$ cat config.mk
export PLATFORM = sky130hd
export DESIGN_NAME = json_string_unescape
export DESIGN_NICKNAME = d
export VERILOG_FILES = /design/src/jsu_pkg.sv /design/src/json_string_unescape.sv /design/src/jsu_decode.sv /design/src/jsu_out_stage.sv
export SDC_FILE = /design/constraint.sdc
export NUM_CORES = 1
export LEC_CHECK = 0
export BUFFER_PORTS_ARGS = -buffer_cell sky130_fd_sc_hd__buf_2
export CELL_PAD_IN_SITES_DETAIL_PLACEMENT = 1
export CELL_PAD_IN_SITES_GLOBAL_PLACEMENT = 1
export CORE_MARGIN = 10
export CORE_UTILIZATION = 41
export CTS_BUF_LIST = sky130_fd_sc_hd__clkbuf_16
export DETAILED_ROUTE_END_ITERATION = 8
export PLACE_DENSITY = 0.73
export SYNTH_ARGS = -nofsm -noshare
export SYNTH_HDL_FRONTEND = slang
export SYNTH_SLANG_ARGS = --single-unit
$ cat constraint.sdc
create_clock -name clk_i -period 2.85 [get_ports clk_i]
set_clock_uncertainty 0.2 [all_clocks]
set_input_delay 0.1425 -clock clk_i [delete_from_list [all_inputs] [get_ports clk_i]]
set_output_delay 0.1425 -clock clk_i [all_outputs]
set_load 0.05 [all_outputs]
$ cat src/jsu_pkg.sv
// Shared types, codes and helper functions of the JSON string unescaper.
// Depends on nothing; used by every module of the block.
`default_nettype none

package jsu_pkg;

  // Decoder phase codes
  localparam logic [1:0] PH_IDLE = 2'd0;
  localparam logic [1:0] PH_STR  = 2'd1;
  localparam logic [1:0] PH_ESC  = 2'd2;
  localparam logic [1:0] PH_HEX  = 2'd3;

  // Result kinds
  localparam logic [1:0] KIND_BYTE = 2'd0;
  localparam logic [1:0] KIND_END  = 2'd1;
  localparam logic [1:0] KIND_ERR  = 2'd2;

  // Error codes
  localparam logic [2:0] ERR_NONE     = 3'd0;
  localparam logic [2:0] ERR_NO_QUOTE = 3'd1;
  localparam logic [2:0] ERR_CTRL     = 3'd2;
  localparam logic [2:0] ERR_ESCAPE   = 3'd3;
  localparam logic [2:0] ERR_HEX      = 3'd4;
  localparam logic [2:0] ERR_RANGE    = 3'd5;
  localparam logic [2:0] ERR_UNTERM   = 3'd6;

  // Characters of interest
  localparam logic [7:0] CH_QUOTE = 8'h22;
  localparam logic [7:0] CH_BSL   = 8'h5C;
  localparam logic [7:0] CH_SLASH = 8'h2F;
  localparam logic [7:0] CH_CTRL  = 8'h20;

  // Decoder state: upper code bits collapse into one overflow flag
  typedef struct packed {
    logic [1:0] phase;
    logic [1:0] hex_cnt;
    logic [7:0] acc;
    logic       big;
  } dec_state_t;

  // One result of the decoder
  typedef struct packed {
    logic       valid;
    logic [7:0] data;
    logic [1:0] kind;
    logic [2:0] err;
  } result_t;

  // Hex digit value; bit 4 set marks a byte that is not a hex digit
  function automatic logic [4:0] hex_value(input logic [7:0] c);
    logic [4:0] v;
    v = 5'h10;
    if (c >= 8'h30 && c <= 8'h39) v = {1'b0, c[3:0]};
    else if ((c >= 8'h61 && c <= 8'h66) || (c >= 8'h41 && c <= 8'h46))
      v = 5'(c[3:0] + 4'd9);
    return v;
  endfunction

endpackage

`default_nettype wire

$ cat src/json_string_unescape.sv
// JSON string unescaper: takes one raw byte per transaction and gives at most one
// result per byte (a decoded byte, the end of the string, or an error code). A byte
// can be accepted every cycle while the result register is free or drains; it passes
// an input register, then one decode step that updates the phase state, then the
// result register, which takes the result once it is free and holds it until taken.
// The rate is one byte per cycle under the same condition; the phase and \u code
// register update once per consumed byte. No clearing pass after reset.
// Depends on jsu_pkg, jsu_decode and jsu_out_stage.
`default_nettype none

module json_string_unescape import jsu_pkg::*; (
  input  logic       clk_i,
  input  logic       rst_ni,
  input  logic       in_valid_i,
  output logic       in_ready_o,
  input  logic [7:0] in_byte_i,
  input  logic       end_of_input_i,
  output logic       out_valid_o,
  input  logic       out_ready_i,
  output logic [7:0] out_byte_o,
  output logic [1:0] kind_o,
  output logic [2:0] error_code_o
);

  logic       s1_valid_q, s1_valid_d;
  logic [7:0] s1_byte_q;
  logic       s1_last_q;
  logic       advance;
  logic       consume;
  dec_state_t st_q, st_d;
  result_t    res;

  // Input stage moves forward when the result register can take its result
  assign consume    = s1_valid_q && advance;
  assign in_ready_o = !s1_valid_q || advance;
  assign s1_valid_d = in_ready_o ? in_valid_i : s1_valid_q;

  always_ff @(posedge clk_i or negedge rst_ni) begin
    if (!rst_ni) begin
      s1_valid_q <= 1'b0;
    end else begin
      s1_valid_q <= s1_valid_d;
    end
  end

  // Capture an accepted transaction
  always_ff @(posedge clk_i) begin
    if (in_valid_i && in_ready_o) begin
      s1_byte_q <= in_byte_i;
      s1_last_q <= end_of_input_i;
    end
  end

  jsu_decode u_decode (
    .st_i   (st_q),
    .byte_i (s1_byte_q),
    .last_i (s1_last_q),
    .st_o   (st_d),
    .res_o  (res)
  );

  // Advance the decoder state once per consumed byte
  always_ff @(posedge clk_i or negedge rst_ni) begin
    if (!rst_ni) begin
      st_q <= '{phase: PH_IDLE, hex_cnt: 2'd0, acc: 8'd0, big: 1'b0};
    end else if (consume) begin
      st_q <= st_d;
    end
  end

  jsu_out_stage u_out (
    .clk_i        (clk_i),
    .rst_ni       (rst_ni),
    .load_i       (s1_valid_q),
    .res_i        (res),
    .free_o       (advance),
    .out_valid_o  (out_valid_o),
    .out_ready_i  (out_ready_i),
    .out_byte_o   (out_byte_o),
    .kind_o       (kind_o),
    .error_code_o (error_code_o)
  );

endmodule

`default_nettype wire

$ cat src/jsu_decode.sv
// Combinational decode step: current state and one byte give next state and result.
// Depends on jsu_pkg.
`default_nettype none

module jsu_decode import jsu_pkg::*; (
  input  dec_state_t st_i,
  input  logic [7:0] byte_i,
  input  logic       last_i,
  output dec_state_t st_o,
  output result_t    res_o
);

  dec_state_t idle_st;
  logic [4:0] hv;
  logic [7:0] acc_n;
  logic       big_n;
  logic       esc_ok;
  logic [7:0] esc_val;

  assign idle_st = '{phase: PH_IDLE, hex_cnt: 2'd0, acc: 8'd0, big: 1'b0};
  assign hv      = hex_value(byte_i);
  assign acc_n   = {st_i.acc[3:0], hv[3:0]};
  assign big_n   = st_i.big | (st_i.acc[7:4] != 4'd0);

  // Map escape letters to their byte
  always_comb begin
    esc_ok  = 1'b1;
    esc_val = byte_i;
    unique case (byte_i)
      CH_QUOTE, CH_BSL, CH_SLASH: esc_val = byte_i;
      8'h62:   esc_val = 8'h08;
      8'h66:   esc_val = 8'h0C;
      8'h6E:   esc_val = 8'h0A;
      8'h72:   esc_val = 8'h0D;
      8'h74:   esc_val = 8'h09;
      default: esc_ok  = 1'b0;
    endcase
  end

  // Phase machine of one step
  always_comb begin
    st_o  = st_i;
    res_o = '{valid: 1'b0, data: 8'd0, kind: KIND_BYTE, err: ERR_NONE};
    unique case (st_i.phase)
      PH_IDLE: begin
        if (byte_i != CH_QUOTE) begin
          res_o = '{valid: 1'b1, data: 8'd0, kind: KIND_ERR, err: ERR_NO_QUOTE};
        end else if (last_i) begin
          res_o = '{valid: 1'b1, data: 8'd0, kind: KIND_ERR, err: ERR_UNTERM};
        end else begin
          st_o.phase = PH_STR;
        end
      end
      PH_STR: begin
        if (byte_i == CH_QUOTE) begin
          st_o  = idle_st;
          res_o = '{valid: 1'b1, data: 8'd0, kind: KIND_END, err: ERR_NONE};
        end else if (byte_i == CH_BSL) begin
          if (last_i) begin
            st_o  = idle_st;
            res_o = '{valid: 1'b1, data: 8'd0, kind: KIND_ERR, err: ERR_UNTERM};
          end else begin
            st_o.phase = PH_ESC;
          end
        end else if (byte_i < CH_CTRL) begin
          st_o  = idle_st;
          res_o = '{valid: 1'b1, data: 8'd0, kind: KIND_ERR, err: ERR_CTRL};
        end else if (last_i) begin
          st_o  = idle_st;
          res_o = '{valid: 1'b1, data: 8'd0, kind: KIND_ERR, err: ERR_UNTERM};
        end else begin
          res_o = '{valid: 1'b1, data: byte_i, kind: KIND_BYTE, err: ERR_NONE};
        end
      end
      PH_ESC: begin
        if (byte_i == 8'h75) begin
          if (last_i) begin
            st_o  = idle_st;
            res_o = '{valid: 1'b1, data: 8'd0, kind: KIND_ERR, err: ERR_UNTERM};
          end else begin
            st_o = '{phase: PH_HEX, hex_cnt: 2'd0, acc: 8'd0, big: 1'b0};
          end
        end else if (!esc_ok) begin
          st_o  = idle_st;
          res_o = '{valid: 1'b1, data: 8'd0, kind: KIND_ERR, err: ERR_ESCAPE};
        end else if (last_i) begin
          st_o  = idle_st;
          res_o = '{valid: 1'b1, data: 8'd0, kind: KIND_ERR, err: ERR_UNTERM};
        end else begin
          st_o.phase = PH_STR;
          res_o = '{valid: 1'b1, data: esc_val, kind: KIND_BYTE, err: ERR_NONE};
        end
      end
      PH_HEX: begin
        if (hv[4]) begin
          st_o  = idle_st;
          res_o = '{valid: 1'b1, data: 8'd0, kind: KIND_ERR, err: ERR_HEX};
        end else if (st_i.hex_cnt == 2'd3) begin
          // Fourth digit closes the code
          if (big_n) begin
            st_o  = idle_st;
            res_o = '{valid: 1'b1, data: 8'd0, kind: KIND_ERR, err: ERR_RANGE};
          end else if (last_i) begin
            st_o  = idle_st;
            res_o = '{valid: 1'b1, data: 8'd0, kind: KIND_ERR, err: ERR_UNTERM};
          end else begin
            st_o = '{phase: PH_STR, hex_cnt: 2'd0, acc: 8'd0, big: 1'b0};
            res_o = '{valid: 1'b1, data: acc_n, kind: KIND_BYTE, err: ERR_NONE};
          end
        end else if (last_i) begin
          st_o  = idle_st;
          res_o = '{valid: 1'b1, data: 8'd0, kind: KIND_ERR, err: ERR_UNTERM};
        end else begin
          st_o.hex_cnt = st_i.hex_cnt + 2'd1;
          st_o.acc     = acc_n;
          st_o.big     = big_n;
        end
      end
      default: st_o = idle_st;
    endcase
  end

endmodule

`default_nettype wire

$ cat src/jsu_out_stage.sv
// Result register of the unescaper with its valid/ready handshake.
// Depends on jsu_pkg.
`default_nettype none

module jsu_out_stage import jsu_pkg::*; (
  input  logic       clk_i,
  input  logic       rst_ni,
  input  logic       load_i,
  input  result_t    res_i,
  output logic       free_o,
  output logic       out_valid_o,
  input  logic       out_ready_i,
  output logic [7:0] out_byte_o,
  output logic [1:0] kind_o,
  output logic [2:0] error_code_o
);

  logic       valid_q, valid_d;
  logic [7:0] data_q;
  logic [1:0] kind_q;
  logic [2:0] err_q;

  // Register may take a new result when empty or being drained
  assign free_o  = !valid_q || out_ready_i;
  assign valid_d = free_o ? (load_i && res_i.valid) : valid_q;

  // Hold the valid flag
  always_ff @(posedge clk_i or negedge rst_ni) begin
    if (!rst_ni) begin
      valid_q <= 1'b0;
    end else begin
      valid_q <= valid_d;
    end
  end

  // Capture the payload when a result enters
  always_ff @(posedge clk_i) begin
    if (free_o && load_i && res_i.valid) begin
      data_q <= res_i.data;
      kind_q <= res_i.kind;
      err_q  <= res_i.err;
    end
  end

  assign out_valid_o  = valid_q;
  assign out_byte_o   = data_q;
  assign kind_o       = kind_q;
  assign error_code_o = err_q;

endmodule

`default_nettype wire

==> impl_results.md <==
* CTS tree: built
* Seq pwr share at 40.3%
* Comb power frac at 28.3%
* Boundary Pins at 28
* Height of the die at just over 90 um
* Yosys reg bits at 37
* WP buf/inv at 1
* EDFF count, synth at 22
* Critical path cell sequence: inv_1 -> ha_1 -> nand2_2 -> nor4_4 -> a21oi_2 -> and2_1 -> a2111oi_0 -> a21oi_1
* Syn-to-layout area delta at 30.3%
* Layout cell share with drive strength beyond 1 at 29.9%
* Max Root-Sink Buffers at 2
* First-pass GRT wire length at 10100 um
* Setup crit end kind: register
* Via count at 1836
* Worst stage delay on the critical path at 0.62 ns
* Vias in the first global route at 1923
* Min-delay worst type: in -> async
* CTS Buf Count at 5
* Delay-heaviest family, CP: compound AO/OA/AOI/OAI gates
* Leakage power at ~1.1 nW
* Worst setup SP type: register
* Clk root buf: clkbuf_16
* WP data required at 2.64 ns
* Clock Sinks at 37
* Largest net degree at the start of global routing at 16
* RD Place Congestion at a little over 0.9
* Main synth FF type: edfxtp_1
* Antenna cells at 0
* Clk slew on worst S/H paths at 0.06 ns
* Initial antenna violation count at 0
* WHS at 0.0931 ns
* Post-layout min period at approximately 2.9 ns
* Max Cap Viol at 0
* Period utilization at 101%
* # fillers at 574
* Non-filler instance count after layout at approximately 320
* Int Pwr at 0.00112 W
* Sw Ratio at 32.5%
* Flop-to-flop setup slack at -0.04 ns
* Critical-path top delay cell: a2111oi_0
* Relative slew slack at a little under 60%
* Total grt overflow at 0
* Max IR drop VDD at 0.000334 V
* Final Hold Vio Count at 0
* Slew Limit Fails at 0
* Area after DPL at 2450 um2
* Synth cell types at 56
* Setup violators final at 2
* Fmax at 0.346 GHz
* Routed WL at roughly 6100 um
* CTS H-Tree Depth at 2
* Sw Pwr at 0.000538 W
* Initial Util at 42.0%
* Drt wl/cell at between 15 and 20 um
* Mean area per synthesized cell at 11.1 um2
* Register area share after synthesis at 48.6%
* Cells after Synth at between 150 and 200
* Post-Syn Area at about 2100 um2
* Row count at 26
* Total power draw at 0.00165 W
* Pwr/cell area at a little under 600 nW/um2
* Core area at 5070 um2
* Setup WS post-layout at -0.0413 ns
* Crit-path max FO at 6
* Design Area, Final at 2780 um2
* First DRT Iteration DRCs at 140
* Detailed Routing Iterations Pass 1 at 4
* Via-to-Cell Ratio at 5.67
* Clock power frac at 31.4%
* Buffers on Ports at 27
* Die Wd at about 92 um
* Asr flop ratio synth at 40.5%
* Final #Nets at 271
* Violated checks: negative setup slack
* Routed Antenna Nets at 0
* DRC errors left at 0
* Crit Path Category: reg -> reg
* Cells after DPL at roughly 300
* Dpl ws at -0.108 ns
* Clk Latency, worst-skew pair at between 0.2 and 0.3 ns
* Total die area at 8490 um2
* Yosys warns at 0
* Tightest Pin Transition at 0.605 ns
* RSZ-0062 raised after global routing: yes
* Outcome: finished with violations
* Syn_nets at 211
* Overall routing resource usage at roughly 15%
* Hpwl dp at 4620 um
* Crit path arrival time at 2.68 ns
==> stage by stage <==
step / utilization [%] / TNS (ns)
2_1_floorplan: - / 0
4_1_cts: 53.6 / 0
3_5_place_dp: 48.3 / -0.182
3_3_place_gp: 48.3 / -0.290
5_1_grt: 54.8 / -0.335
6_report: 54.8 / -0.0517
==> layer usage <==
| metal | wire (um) | vias to the layer above | share of wire, % | GRT usage, % |
|---|---|---|---|---|
| met1 | 2820 | 908 | 46 | 18.6 |
| met2 | 2900 | 50 | 48 | 23.9 |
| met5 | 0 | - | 0 | 0 |
| li1 | - | 867 | - | - |
| met3 | 266 | 11 | 4.4 | 3.34 |
| met4 | 89 | 0 | 1.5 | 4.37 |
==> power by group through the flow <==
stage               clock, W  sequential (W)  combinational, W
finish              0.000519        0.000666          0.000469
floorplan                  0        0.000762          0.000225
global placement           0        0.000674          0.000419
detailed placement         0        0.000677          0.000436
global route        0.000551        0.000674          0.000506
CTS                 0.000530        0.000667          0.000451
==> what timing repair did <==
action,CTS,global route
setup endpoints to repair,12,29
endpoints found under the hold margin,26,0
pin swaps,0,1
buffers inserted,0,3
hold buffers,12,0
gates resized for setup,1,5
==> synth_stat cells (all sizes together) (3+ instances only) <==
| master | instances | area, um2 |
|---|---|---|
| nand2b | 7 | 43.8 |
| and2 | 4 | 25.0 |
| or2 | 3 | 18.8 |
| or4b | 3 | 33.8 |
| buf | 4 | 32.5 |
| edfxtp | 22 | 661 |
| nand2 | 14 | 52.6 |
| nor2b | 3 | 18.8 |
| a22o | 13 | 114 |
| nand3b | 3 | 22.5 |
| dfrtp | 15 | 375 |
| nor3 | 5 | 36.3 |
| nor2 | 14 | 52.6 |
| a21oi | 13 | 65.1 |
| a21o | 4 | 30.0 |
| inv | 6 | 22.5 |
| o22ai | 3 | 18.8 |
| a221o | 3 | 30.0 |
| o21ai | 6 | 33.8 |
| clkbuf | 4 | 15.0 |
| nor3b | 3 | 22.5 |
| ha | 5 | 62.6 |
| nor4 | 6 | 67.6 |
==> area by class of cell <==
type / instances / area, um2 / area share (%)
multi-input combinational: 142 / 1060 / 38.1
sequential: 37 / 1040 / 37.3
timing repair buffer: 61 / 433 / 15.6
clock buffer: 5 / 125 / 4.50
tap: 70 / 87.6 / 3.15
inverter: 6 / 22.5 / 0.810
clock inverter: 3 / 15.0 / 0.540
==> worst reg2reg max path, stage by stage (launching register included) <==
cell and delay, ns:
edfxtp_1 0.47, inv_1 0.15, ha_1 0.27, nand2_2 0.11, nor4_4 0.33, a21oi_2 0.11
and2_1 0.25, a2111oi_0 0.62, a21oi_1 0.10
==> cells in the final DEF (no fill, tap or decap), types with 5 or more instances in the layout <==
cell           netlist  layout
dfrtp_1             15      15
buf_2                2      27
clkbuf_16            0       5
dlygate4sd3_1        0      12
nor2_1              14      13
nand2_1             14      13
a22o_1              13      13
nand2b_1             7       7
inv_1                6       8
edfxtp_1            22      22
a21oi_1             13      12
ha_1                 5       5
buf_4                0      21
==> worst paths after layout <==
kind / end / startpoint / cells after the start
min: s1_valid_q$_DFFE_PN0N_ / rst_ni / 2
max: u_out.kind_o[1]$_DFFE_PP_ / s1_byte_q[1]$_DFFE_PP_ / 8
max reg2reg: u_out.kind_o[1]$_DFFE_PP_ / s1_byte_q[1]$_DFFE_PP_ / 8
min in group clk_i: st_q[6]$_DFFE_PN0P_ / st_q[6]$_DFFE_PN0P_ / 1
max in group asynchronous: st_q[7]$_DFFE_PN0P_ / rst_ni / 2
min reg2reg: st_q[6]$_DFFE_PN0P_ / st_q[6]$_DFFE_PN0P_ / 1
==> logic make-up after synthesis <==
| kind of cell | after synthesis | share of synthesized area, % |
|---|---|---|
| AOI/OAI and AO/OA | 63 | 22.7 |
| muxes | 2 | 0.997 |
| adders and majority gates | 5 | 2.93 |
| DFF | 37 | 48.6 |
| and+or+nand+nor | 72 | 21.5 |
| buffers and inverters | 14 | 3.28 |
==> flip-flops by register name (all words and copies together) (netlist names) <==
name,count
s1_valid_q,1
u_out.kind_o,2
u_out.out_byte_o,8
st_q,13
u_out.out_valid_o,1
s1_last_q,1
s1_byte_q,8
u_out.error_code_o,3
No activity file was read; power rests on OpenSTA's default activity.
